`config.mk`:
```
export PLATFORM = sky130hd
export DESIGN_NAME = gpio_controller_edge_detect_core_flat
export DESIGN_NICKNAME = d
export VERILOG_FILES = /design/src/design/ged_pkg.sv /design/src/design/ged_req_if.sv /design/src/design/ged_lane.sv /design/src/design/ged_merge.sv /design/src/design/gpio_controller_edge_detect_core.sv /design/src/flat_wrapper.sv
export SDC_FILE = /design/constraint.sdc
export NUM_CORES = 2
export LEC_CHECK = 0
export ABC_AREA = 0
export BUFFER_PORTS_ARGS = -buffer_cell sky130_fd_sc_hd__buf_2
export CAP_MARGIN = 20
export CORE_MARGIN = 1
export CORE_UTILIZATION = 40
export DETAILED_ROUTE_END_ITERATION = 16
export MAX_ROUTING_LAYER = met4
export PLACE_DENSITY_LB_ADDON = 0.2
export RECOVER_POWER = 100
export SYNTH_ARGS = -nofsm -noshare
export SYNTH_HDL_FRONTEND = slang
export SYNTH_SLANG_ARGS = --single-unit
```
`constraint.sdc`:
```
create_clock -name clock -period 82.9 [get_ports clock]
set_input_delay 4.145 -clock clock [delete_from_list [all_inputs] [get_ports clock]]
set_output_delay 4.145 -clock clock [all_outputs]
set_load 0.05 [all_outputs]
```
`src/design/ged_pkg.sv`:
```
// Shared types and constants of the GPIO controller with edge detection.
// Holds the word map, action codes, lane control and lane state structs.
// No dependencies; every other file of the block imports it.
package ged_pkg;

   localparam int NUM_PINS       = 60;
   localparam int PIN_W          = 60;
   localparam int PAD_W          = 64;
   localparam int BANK_W         = 32;
   localparam int FSEL_W         = 3;
   localparam int FSEL_WORDS     = 6;
   localparam int PINS_PER_FSEL  = 10;
   localparam int FSEL_SLOTS     = FSEL_WORDS * PINS_PER_FSEL;
   localparam int FSEL_IDX_W     = $clog2(FSEL_WORDS);
   localparam int PULL_W         = 2;
   localparam int WORD_W         = 6;
   localparam int ACT_W          = 2;

   localparam logic [ACT_W-1:0] ACT_READ  = 2'd1;
   localparam logic [ACT_W-1:0] ACT_WRITE = 2'd2;

   localparam logic [FSEL_W-1:0] FSEL_OUTPUT = 3'd1;
   localparam logic [PULL_W-1:0] PULL_DOWN   = 2'd1;
   localparam logic [PULL_W-1:0] PULL_UP     = 2'd2;

   localparam logic [WORD_W-1:0] WORD_SET0  = 6'd7;
   localparam logic [WORD_W-1:0] WORD_SET1  = 6'd8;
   localparam logic [WORD_W-1:0] WORD_CLR0  = 6'd10;
   localparam logic [WORD_W-1:0] WORD_CLR1  = 6'd11;
   localparam logic [WORD_W-1:0] WORD_LEV0  = 6'd13;
   localparam logic [WORD_W-1:0] WORD_LEV1  = 6'd14;
   localparam logic [WORD_W-1:0] WORD_EVT0  = 6'd16;
   localparam logic [WORD_W-1:0] WORD_EVT1  = 6'd17;
   localparam logic [WORD_W-1:0] WORD_RISE0 = 6'd19;
   localparam logic [WORD_W-1:0] WORD_RISE1 = 6'd20;
   localparam logic [WORD_W-1:0] WORD_FALL0 = 6'd22;
   localparam logic [WORD_W-1:0] WORD_FALL1 = 6'd23;
   localparam logic [WORD_W-1:0] WORD_HIGH0 = 6'd25;
   localparam logic [WORD_W-1:0] WORD_HIGH1 = 6'd26;
   localparam logic [WORD_W-1:0] WORD_LOW0  = 6'd28;
   localparam logic [WORD_W-1:0] WORD_LOW1  = 6'd29;
   localparam logic [WORD_W-1:0] WORD_PUD   = 6'd37;
   localparam logic [WORD_W-1:0] WORD_CLK0  = 6'd38;
   localparam logic [WORD_W-1:0] WORD_CLK1  = 6'd39;

   // Write strobes decoded from one bus write; bank pairs are [hi, lo].
   typedef struct packed {
      logic [FSEL_WORDS-1:0] fsel_we;
      logic [1:0]            set_we;
      logic [1:0]            clr_we;
      logic [1:0]            evclr_we;
      logic [1:0]            rise_we;
      logic [1:0]            fall_we;
      logic [1:0]            high_we;
      logic [1:0]            low_we;
      logic [1:0]            clk_we;
      logic                  pud_we;
   } bus_dec_type;

   // Per-pin view of the current transfer.
   typedef struct packed {
      logic              fsel_we;
      logic [FSEL_W-1:0] fsel_data;
      logic              set_we;
      logic              clr_we;
      logic              evclr_we;
      logic              rise_we;
      logic              fall_we;
      logic              high_we;
      logic              low_we;
      logic              pull_we;
      logic              data_bit;
      logic [PULL_W-1:0] pull_code;
      logic              level;
   } lane_ctl_type;

   typedef struct packed {
      logic [FSEL_W-1:0] fsel;
      logic [PULL_W-1:0] pull;
      logic              latch;
      logic              rise;
      logic              fall;
      logic              high;
      logic              low;
      logic              evt;
   } lane_state_type;

   typedef struct packed {
      logic [BANK_W-1:0] read_data;
      logic [PIN_W-1:0]  out_levels;
      logic [PIN_W-1:0]  out_enable;
      logic [PIN_W-1:0]  pull_up;
      logic [PIN_W-1:0]  pull_down;
      logic              irq;
   } rsp_type;

endpackage

```
`src/design/ged_req_if.sv`:
```
// Request and response channel interfaces of the GPIO controller.
// Each carries valid, ready and the payload fields; widths come from ged_pkg.
interface ged_req_if import ged_pkg::*; ();
   logic                valid;
   logic                ready;
   logic [ACT_W-1:0]    action;
   logic [WORD_W-1:0]   word_index;
   logic [BANK_W-1:0]   write_data;
   logic [PIN_W-1:0]    pin_levels;

   modport source (output valid, output action, output word_index,
                   output write_data, output pin_levels, input ready);
   modport sink   (input valid, input action, input word_index,
                   input write_data, input pin_levels, output ready);
endinterface

interface ged_rsp_if import ged_pkg::*; ();
   logic                valid;
   logic                ready;
   logic [BANK_W-1:0]   read_data;
   logic [PIN_W-1:0]    out_levels;
   logic [PIN_W-1:0]    out_enable;
   logic [PIN_W-1:0]    pull_up;
   logic [PIN_W-1:0]    pull_down;
   logic                irq;

   modport source (output valid, output read_data, output out_levels,
                   output out_enable, output pull_up, output pull_down,
                   output irq, input ready);
   modport sink   (input valid, input read_data, input out_levels,
                   input out_enable, input pull_up, input pull_down,
                   input irq, output ready);
endinterface

```
`src/design/ged_lane.sv`:
```
// One pin lane: function select, pull code, output latch, detect enables,
// event status and previous level of a single pin. Depends on ged_pkg.
module ged_lane import ged_pkg::*; (
   input  logic           clock,
   input  logic           reset,
   input  logic           en,
   input  lane_ctl_type   ctl,
   output lane_state_type cur_state,
   output lane_state_type nxt_state
);

   lane_state_type state_ff, state_in;
   logic           prev_ff, prev_in;
   logic           ev;

   always_comb begin
      state_in = state_ff;
      if (ctl.fsel_we) begin
         state_in.fsel = ctl.fsel_data;
      end
      if (ctl.set_we && ctl.data_bit) begin
         state_in.latch = 1'b1;
      end
      if (ctl.clr_we && ctl.data_bit) begin
         state_in.latch = 1'b0;
      end
      if (ctl.rise_we) begin
         state_in.rise = ctl.data_bit;
      end
      if (ctl.fall_we) begin
         state_in.fall = ctl.data_bit;
      end
      if (ctl.high_we) begin
         state_in.high = ctl.data_bit;
      end
      if (ctl.low_we) begin
         state_in.low = ctl.data_bit;
      end
      if (ctl.pull_we && ctl.data_bit) begin
         state_in.pull = ctl.pull_code;
      end
      // Detection uses the enables after this transfer's write.
      ev = (!prev_ff && ctl.level && state_in.rise)
         | (prev_ff && !ctl.level && state_in.fall)
         | (ctl.level && state_in.high)
         | (!ctl.level && state_in.low);
      // A new event wins over a clear in the same transfer.
      state_in.evt = (state_ff.evt && !(ctl.evclr_we && ctl.data_bit)) || ev;
      prev_in = ctl.level;
   end

   always_ff @(posedge clock) begin
      if (reset) begin
         state_ff <= '0;
         prev_ff  <= 1'b0;
      end else if (en) begin
         state_ff <= state_in;
         prev_ff  <= prev_in;
      end
   end

   assign cur_state = state_ff;
   assign nxt_state = state_in;

endmodule

```
`src/design/ged_merge.sv`:
```
// Merge stage: gathers the pin lanes into the read word, the output vectors
// and the interrupt line. Depends on ged_pkg.
module ged_merge import ged_pkg::*; (
   input  lane_state_type    cur_state [NUM_PINS],
   input  lane_state_type    nxt_state [NUM_PINS],
   input  logic              rd,
   input  logic [WORD_W-1:0] word_index,
   input  logic [PIN_W-1:0]  pin_levels,
   input  logic [PULL_W-1:0] pull_control,
   output rsp_type           rsp
);

   logic [FSEL_W-1:0] fsel_all [FSEL_SLOTS];
   logic [BANK_W-1:0] fsel_word [FSEL_WORDS];
   logic [PAD_W-1:0]  evt_v, rise_v, fall_v, high_v, low_v, lev_v;
   logic [PAD_W-1:0]  bank_v;
   logic              bank_hi, bank_hit;
   logic [BANK_W-1:0] rdata;

   always_comb begin
      evt_v  = '0;
      rise_v = '0;
      fall_v = '0;
      high_v = '0;
      low_v  = '0;
      lev_v  = '0;
      for (int i = 0; i < FSEL_SLOTS; i++) begin
         fsel_all[i] = '0;
      end
      for (int i = 0; i < NUM_PINS; i++) begin
         fsel_all[i] = cur_state[i].fsel;
         evt_v[i]    = cur_state[i].evt;
         rise_v[i]   = cur_state[i].rise;
         fall_v[i]   = cur_state[i].fall;
         high_v[i]   = cur_state[i].high;
         low_v[i]    = cur_state[i].low;
         lev_v[i]    = pin_levels[i];
      end
      for (int w = 0; w < FSEL_WORDS; w++) begin
         fsel_word[w] = '0;
         for (int k = 0; k < PINS_PER_FSEL; k++) begin
            fsel_word[w][FSEL_W*k +: FSEL_W] = fsel_all[w*PINS_PER_FSEL + k];
         end
      end
   end

   always_comb begin
      bank_v   = '0;
      bank_hi  = 1'b0;
      bank_hit = 1'b1;
      rdata    = '0;
      unique case (word_index)
         WORD_LEV0:  bank_v = lev_v;
         WORD_LEV1:  begin bank_v = lev_v;  bank_hi = 1'b1; end
         WORD_EVT0:  bank_v = evt_v;
         WORD_EVT1:  begin bank_v = evt_v;  bank_hi = 1'b1; end
         WORD_RISE0: bank_v = rise_v;
         WORD_RISE1: begin bank_v = rise_v; bank_hi = 1'b1; end
         WORD_FALL0: bank_v = fall_v;
         WORD_FALL1: begin bank_v = fall_v; bank_hi = 1'b1; end
         WORD_HIGH0: bank_v = high_v;
         WORD_HIGH1: begin bank_v = high_v; bank_hi = 1'b1; end
         WORD_LOW0:  bank_v = low_v;
         WORD_LOW1:  begin bank_v = low_v;  bank_hi = 1'b1; end
         default:    bank_hit = 1'b0;
      endcase
      if (word_index < WORD_W'(FSEL_WORDS)) begin
         rdata = fsel_word[word_index[FSEL_IDX_W-1:0]];
      end else if (word_index == WORD_PUD) begin
         rdata = BANK_W'(pull_control);
      end else if (bank_hit) begin
         rdata = bank_hi ? bank_v[PAD_W-1:BANK_W] : bank_v[BANK_W-1:0];
      end
   end

   always_comb begin
      rsp            = '0;
      rsp.read_data  = rd ? rdata : '0;
      for (int i = 0; i < NUM_PINS; i++) begin
         rsp.out_levels[i] = nxt_state[i].latch;
         rsp.out_enable[i] = (nxt_state[i].fsel == FSEL_OUTPUT);
         rsp.pull_up[i]    = (nxt_state[i].pull == PULL_UP);
         rsp.pull_down[i]  = (nxt_state[i].pull == PULL_DOWN);
         rsp.irq           = rsp.irq | nxt_state[i].evt;
      end
   end

endmodule

```
`src/design/gpio_controller_edge_detect_core.sv`:
```
// GPIO controller with edge and level detection, top level.
// Uses ged_pkg, the ged_req_if / ged_rsp_if channels, ged_lane and ged_merge.
//
// Usage:
//   req_bus carries one transfer per cycle while req_bus.ready is high: an
//   action (sample only, bus read or bus write), a register word index,
//   write data and the sampled level of every pin. rsp_bus returns exactly
//   one result per request: the read word (zero unless a read of a readable
//   word; it shows the stored state before the request), and the output
//   latch, enables, pull-up/pull-down masks and irq, showing the state after.
//   Throughput: one request per cycle while req_bus.ready is high; all pins
//   are handled at once by one lane per pin, and the merge stage forms the
//   read word and irq.
//   Stall: a two-entry output buffer (result register plus skid register)
//   holds results while rsp_bus.ready is low; req_bus.ready drops only once
//   both entries are full and comes back the cycle after one is taken.
//   Reset: synchronous, active high. Clears all pin state (inputs, no pull,
//   latch, enables and events zero), the pull control word and the output
//   buffer. No clearing pass; requests are taken right after reset.
module gpio_controller_edge_detect_core import ged_pkg::*; (
   input logic       clock,
   input logic       reset,
   ged_req_if.sink   req_bus,
   ged_rsp_if.source rsp_bus
);

   logic              accept, is_read, is_write;
   bus_dec_type       dec;
   logic [PULL_W-1:0] pull_control_ff, pull_control_in;
   lane_state_type    cur_state [NUM_PINS];
   lane_state_type    nxt_state [NUM_PINS];
   rsp_type           rsp_new;
   rsp_type           out_ff, out_in, skid_ff, skid_in;
   logic              out_valid_ff, out_valid_in, skid_valid_ff, skid_valid_in;

   assign req_bus.ready = !skid_valid_ff;
   assign accept        = req_bus.valid && req_bus.ready;
   assign is_read       = (req_bus.action == ACT_READ);
   assign is_write      = (req_bus.action == ACT_WRITE);

   always_comb begin
      dec = '0;
      for (int w = 0; w < FSEL_WORDS; w++) begin
         dec.fsel_we[w] = is_write && (req_bus.word_index == WORD_W'(w));
      end
      if (is_write) begin
         unique case (req_bus.word_index)
            WORD_SET0:  dec.set_we[0]   = 1'b1;
            WORD_SET1:  dec.set_we[1]   = 1'b1;
            WORD_CLR0:  dec.clr_we[0]   = 1'b1;
            WORD_CLR1:  dec.clr_we[1]   = 1'b1;
            WORD_EVT0:  dec.evclr_we[0] = 1'b1;
            WORD_EVT1:  dec.evclr_we[1] = 1'b1;
            WORD_RISE0: dec.rise_we[0]  = 1'b1;
            WORD_RISE1: dec.rise_we[1]  = 1'b1;
            WORD_FALL0: dec.fall_we[0]  = 1'b1;
            WORD_FALL1: dec.fall_we[1]  = 1'b1;
            WORD_HIGH0: dec.high_we[0]  = 1'b1;
            WORD_HIGH1: dec.high_we[1]  = 1'b1;
            WORD_LOW0:  dec.low_we[0]   = 1'b1;
            WORD_LOW1:  dec.low_we[1]   = 1'b1;
            WORD_CLK0:  dec.clk_we[0]   = 1'b1;
            WORD_CLK1:  dec.clk_we[1]   = 1'b1;
            WORD_PUD:   dec.pud_we      = 1'b1;
            default:    dec.pud_we      = 1'b0;
         endcase
      end
   end

   assign pull_control_in = dec.pud_we ? req_bus.write_data[PULL_W-1:0] : pull_control_ff;

   always_ff @(posedge clock) begin
      if (reset) begin
         pull_control_ff <= '0;
      end else if (accept) begin
         pull_control_ff <= pull_control_in;
      end
   end

   for (genvar i = 0; i < NUM_PINS; i++) begin : g_lane
      lane_ctl_type ctl;
      always_comb begin
         ctl.fsel_we   = dec.fsel_we[i / PINS_PER_FSEL];
         ctl.fsel_data = req_bus.write_data[FSEL_W*(i % PINS_PER_FSEL) +: FSEL_W];
         ctl.set_we    = dec.set_we[i / BANK_W];
         ctl.clr_we    = dec.clr_we[i / BANK_W];
         ctl.evclr_we  = dec.evclr_we[i / BANK_W];
         ctl.rise_we   = dec.rise_we[i / BANK_W];
         ctl.fall_we   = dec.fall_we[i / BANK_W];
         ctl.high_we   = dec.high_we[i / BANK_W];
         ctl.low_we    = dec.low_we[i / BANK_W];
         ctl.pull_we   = dec.clk_we[i / BANK_W];
         ctl.data_bit  = req_bus.write_data[i % BANK_W];
         ctl.pull_code = pull_control_ff;
         ctl.level     = req_bus.pin_levels[i];
      end

      ged_lane u_lane (
         .clock     (clock),
         .reset     (reset),
         .en        (accept),
         .ctl       (ctl),
         .cur_state (cur_state[i]),
         .nxt_state (nxt_state[i])
      );
   end

   ged_merge u_merge (
      .cur_state    (cur_state),
      .nxt_state    (nxt_state),
      .rd           (is_read),
      .word_index   (req_bus.word_index),
      .pin_levels   (req_bus.pin_levels),
      .pull_control (pull_control_ff),
      .rsp          (rsp_new)
   );

   // Output register with a skid entry behind it.
   always_comb begin
      out_in        = out_ff;
      skid_in       = skid_ff;
      out_valid_in  = out_valid_ff;
      skid_valid_in = skid_valid_ff;
      if (!out_valid_ff || rsp_bus.ready) begin
         if (skid_valid_ff) begin
            out_in        = skid_ff;
            out_valid_in  = 1'b1;
            skid_valid_in = 1'b0;
         end else begin
            out_in        = rsp_new;
            out_valid_in  = accept;
         end
      end else if (accept) begin
         skid_in       = rsp_new;
         skid_valid_in = 1'b1;
      end
   end

   always_ff @(posedge clock) begin
      if (reset) begin
         out_valid_ff  <= 1'b0;
         skid_valid_ff <= 1'b0;
      end else begin
         out_valid_ff  <= out_valid_in;
         skid_valid_ff <= skid_valid_in;
      end
      out_ff  <= out_in;
      skid_ff <= skid_in;
   end

   assign rsp_bus.valid      = out_valid_ff;
   assign rsp_bus.read_data  = out_ff.read_data;
   assign rsp_bus.out_levels = out_ff.out_levels;
   assign rsp_bus.out_enable = out_ff.out_enable;
   assign rsp_bus.pull_up    = out_ff.pull_up;
   assign rsp_bus.pull_down  = out_ff.pull_down;
   assign rsp_bus.irq        = out_ff.irq;

   a_skid_behind_out: assert property (@(posedge clock) disable iff (reset)
      skid_valid_ff |-> out_valid_ff)
      else $error("skid entry holds a result while the output register is empty");

   a_accept_lands: assert property (@(posedge clock) disable iff (reset)
      accept |=> out_valid_ff)
      else $error("accepted transfer left no result");

   a_nonread_zero: assert property (@(posedge clock) disable iff (reset)
      (accept && !is_read) |-> (rsp_new.read_data == '0))
      else $error("non-read transfer returned read data");

   a_rsp_hold: assert property (@(posedge clock) disable iff (reset)
      (out_valid_ff && !rsp_bus.ready) |=> (out_valid_ff && $stable(out_ff)))
      else $error("result changed while the receiver stalled");

endmodule
```
`src/flat_wrapper.sv`:
```
// flat-port wrapper written by rule: the top's interface ports become plain ports
module gpio_controller_edge_detect_core_flat import ged_pkg::*;
  (clock, reset, req_bus_valid, req_bus_action, req_bus_word_index, req_bus_write_data, req_bus_pin_levels, req_bus_ready, rsp_bus_valid, rsp_bus_read_data, rsp_bus_out_levels, rsp_bus_out_enable, rsp_bus_pull_up, rsp_bus_pull_down, rsp_bus_irq, rsp_bus_ready);
  ged_req_if req_bus_i ();
  ged_rsp_if rsp_bus_i ();
  input logic clock;
  input logic reset;
  input wire logic [$bits(req_bus_i.valid)-1:0] req_bus_valid;
  input wire logic [$bits(req_bus_i.action)-1:0] req_bus_action;
  input wire logic [$bits(req_bus_i.word_index)-1:0] req_bus_word_index;
  input wire logic [$bits(req_bus_i.write_data)-1:0] req_bus_write_data;
  input wire logic [$bits(req_bus_i.pin_levels)-1:0] req_bus_pin_levels;
  output wire logic [$bits(req_bus_i.ready)-1:0] req_bus_ready;
  output wire logic [$bits(rsp_bus_i.valid)-1:0] rsp_bus_valid;
  output wire logic [$bits(rsp_bus_i.read_data)-1:0] rsp_bus_read_data;
  output wire logic [$bits(rsp_bus_i.out_levels)-1:0] rsp_bus_out_levels;
  output wire logic [$bits(rsp_bus_i.out_enable)-1:0] rsp_bus_out_enable;
  output wire logic [$bits(rsp_bus_i.pull_up)-1:0] rsp_bus_pull_up;
  output wire logic [$bits(rsp_bus_i.pull_down)-1:0] rsp_bus_pull_down;
  output wire logic [$bits(rsp_bus_i.irq)-1:0] rsp_bus_irq;
  input wire logic [$bits(rsp_bus_i.ready)-1:0] rsp_bus_ready;
  assign req_bus_i.valid = req_bus_valid;
  assign req_bus_i.action = req_bus_action;
  assign req_bus_i.word_index = req_bus_word_index;
  assign req_bus_i.write_data = req_bus_write_data;
  assign req_bus_i.pin_levels = req_bus_pin_levels;
  assign req_bus_ready = req_bus_i.ready;
  assign rsp_bus_valid = rsp_bus_i.valid;
  assign rsp_bus_read_data = rsp_bus_i.read_data;
  assign rsp_bus_out_levels = rsp_bus_i.out_levels;
  assign rsp_bus_out_enable = rsp_bus_i.out_enable;
  assign rsp_bus_pull_up = rsp_bus_i.pull_up;
  assign rsp_bus_pull_down = rsp_bus_i.pull_down;
  assign rsp_bus_irq = rsp_bus_i.irq;
  assign rsp_bus_i.ready = rsp_bus_ready;
  gpio_controller_edge_detect_core u_core (.clock(clock), .reset(reset), .req_bus(req_bus_i), .rsp_bus(rsp_bus_i));
endmodule
```
==> results.json <==
{
  "yosysSeqAreaShare": 0.542,
  "r2r_end": "u_core.skid_ff[90]",
  "hold_viol": 0,
  "ctsHoldBuffers": 0,
  "intPower_w": 0.00106,
  "critPathLaunchType": "input port",
  "layout-drive-gt1-share": 0.113,
  "ys_async_sr_fraction": 0,
  "p_leak_nw": 22.1,
  "antenna_found_initial": 23,
  "drt_iter0_markers": 6480,
  "cts_setup_buffers": 0,
  "die_h_um": 379,
  "max_slew_margin": -4.86,
  "rsz0062_at_grt": "false",
  "final_cell_mix": "nand2_1 (1525), a21oi_1 (805), dfxtp_1 (722)",
  "clockRootBuffer": "clkbuf_16",
  "cts-resized-gates": 0,
  "crit_chain": "clkbuf_1 -> clkbuf_1 -> clkbuf_1 -> clkbuf_1 -> nor3_1",
  "dr.pass1.iters": 13,
  "coreArea_um2": 141000,
  "num-fill-cells": 13600,
  "placedCellCount": 7874,
  "regToRegSetupSlack_ns": 71.72,
  "ios": 379,
  "peakVddDrop_mv": 0.0175,
  "layout_commonest_cell": "nand2_1",
  "cpMaxStageDelayCell": "clkbuf_1",
  "die_w_um": 379,
  "power_w": 0.00141,
  "failed_checks": "capacitance limit, slew limit",
  "fin_crit_ns": 16.14,
  "vias_per_cell": 5.82,
  "reg2reg_depth": 5,
  "finalSetupViolCount": 0,
  "path_class": "input port to flip-flop",
  "drt-wirelength-per-cell_um": 25.1,
  "netlist_instances": 6017,
  "arrival_ns": 16.67,
  "clock_path_buffers": 3,
  "seq_power_share": 0.477,
  "ys_ff_latch": 1270,
  "synth_fp_nets": 6121,
  "setup.worst_path.end_class": "flip-flop",
  "cellPowerDensity_nw_per_um2": 21.9,
  "setup-tns-final_ns": 0,
  "cts_buffers": 144,
  "area_growth_pct": 13.3,
  "p_switching_w": 0.000353,
  "routed_wl_um": 205000,
  "synthFlopType": "dfxtp_1",
  "cpMostUsedCell": "clkbuf_1",
  "min_from": "u_core.g_lane[33].u_lane.cur_state[5]",
  "ys_warn_count": 0,
  "worstMarginPinSlew_ns": 8.78,
  "required_ns": 83.43,
  "drc": 0,
  "status": "finished with violations",
  "slew_violations": 1880,
  "syn_area_um2": 56900,
  "reg2reg_from": "u_core.skid_valid_ff",
  "holdPathEnd": "u_core.g_lane[33].u_lane.cur_state[5]",
  "synthDistinctLibCells": 72,
  "routabilityCongestion": 0.956,
  "fmax_mhz": 62.0,
  "synth.avg_cell_area_um2": 9.46,
  "place_hpwl_um": 126000,
  "cp_slowest_stage_delay_ns": 3.91,
  "htreeDepth": 4,
  "die-area_um2": 144000,
  "setup_ws_ns": 66.76,
  "grtUsageTotal": 0.285,
  "nNetsFinal": 6236,
  "stdcell_count": 8160,
  "grt_pass1_vias": 44000,
  "cp_max_fo": 117,
  "initial_core_util": 0.403,
  "path_clk_slew_ns": 0.06,
  "clock_latency_ns": 0.79,
  "ant_nets": 0,
  "overflow": 0,
  "skew_ns": 0.0325,
  "num_vias": 47500,
  "synth_edf_count": 546,
  "io_buffers": 378,
  "core.rowCount": 138,
  "cts_tree": "done",
  "synth_top_area_cell": "edfxtp_1",
  "min_path_cells": 2,
  "finalCritPeriodShare": 0.195,
  "maxCapViolCount": 33,
  "preCtsSetupSlack_ns": 73.63,
  "synth.area.top_cells": "edfxtp_1 (29%), dfxtp_1 (25%), nand2_1 (10%)",
  "grt_max_degree": 171,
  "switching_share": 0.250,
  "comb_power_share": 0.069,
  "cts_sinks": 1270,
  "grt_pass1_wl_um": 296000,
  "hp-class": "flip-flop to flip-flop",
  "pwr-share-clk": 0.454,
  "netlist.area_leader.share": 0.288
}
[worst max path at each step]
stage                           from                               endpoint  slack [ns]
2_1_floorplan          rsp_bus_ready                      u_core.skid_ff[0]       45.67
3_3_place_gp   req_bus_word_index[2]                     u_core.rsp_bus.irq       73.72
3_5_place_dp   req_bus_word_index[2]                     u_core.rsp_bus.irq       73.63
4_1_cts        req_bus_word_index[2]                     u_core.rsp_bus.irq       74.47
5_1_grt                        reset  u_core.g_lane[24].u_lane.cur_state[0]       66.05
6_report                       reset  u_core.g_lane[24].u_lane.cur_state[0]       66.76
[sequential cells by signal (all words and copies together), names as in the netlist]
register                        count
u_core.g_lane.u_lane.cur_state    660
u_core.skid_ff                    273
u_core.g_lane.u_lane.prev_ff       60
u_core.rsp_bus.out_enable          60
u_core.rsp_bus.out_levels          60
u_core.rsp_bus.pull_down           60
u_core.rsp_bus.pull_up             60
u_core.rsp_bus.read_data           32
u_core.pull_control_ff              2
u_core.rsp_bus.irq                  1
u_core.rsp_bus.valid                1
u_core.skid_valid_ff                1
[cell usage after synthesis, types with 5 or more instances]
library cell  number
a22oi_1           22
a31oi_1            5
a211oi_1          36
edfxtp_1         546
a222oi_1         133
a311oi_1           8
buf_2             23
o31ai_1           15
o22ai_1           31
nor3_1            35
a21oi_1          806
and3_1            19
nand3b_1         120
or3_1              7
o211a_1           12
o211ai_1          44
mux2i_1          172
a2111oi_0          6
nand3_1          300
nand4_1            9
mux4_2            30
buf_1             59
and4b_1            7
nor4_1            11
or4b_2             8
mux2_2           283
inv_1             43
nor2_1           194
or2_2              5
nor2b_1            6
o21ai_0          218
nand2b_1          11
dfxtp_1          724
nand2_1         1527
nand4b_1          22
clkbuf_1         446
a22o_1            15
a21boi_0           8
[power by group through the flow]
stage,sequential [W],clock [W],combinational (W)
floorplan,0.000711,0,0.0000389
global placement,0.000685,0,0.0000982
detailed placement,0.000685,0,0.0000987
CTS,0.000671,0.000652,0.0000989
global route,0.000674,0.000677,0.000102
finish,0.000673,0.000640,0.0000980
[critical path, delay by kind of cell]
kind	cells	cell delay (ns)
simple gates	1	0.20
buf+inv	4	12.12
[logic make-up after synthesis]
kind of cell    after synthesis  synth area share
xor+xnor                      3          0.000462
mux                         486            0.0983
simple gates               2301             0.176
flops                      1270             0.542
compound gates             1381             0.144
buf+inv                     576            0.0389
[area by class of cell]
type,count,area [um2],share of cell area
well taps,1890,2360,0.0366
diodes,21,52.6,0.000814
multi-input cells,4171,24000,0.371
clock buffers,211,4170,0.0646
flip-flops and latches,1270,30900,0.479
clock inverters,52,519,0.00805
inverters,44,166,0.00258
repair buffers,501,2410,0.0373
[metal layers]
layer | track usage | wire length [um] | share of wire
met1 | 0.368 | 85000 | 0.42
met2 | 0.423 | 91300 | 0.45
met3 | 0.0644 | 18700 | 0.091
met4 | 0.131 | 9750 | 0.048
met5 | - | 0 | 0
[per-stage QoR]
step | hold slack (ns) | instance area [um2] | util
after floorplan | 0.436 | 56900 | -
after global placement | 0.441 | 60300 | 0.426
after detailed placement | 0.446 | 60300 | 0.426
after CTS | 0.454 | 65000 | 0.460
after global routing | 0.464 | 64500 | 0.456
final | 0.452 | 64500 | 0.456
Power figures use the tool's default switching activity.
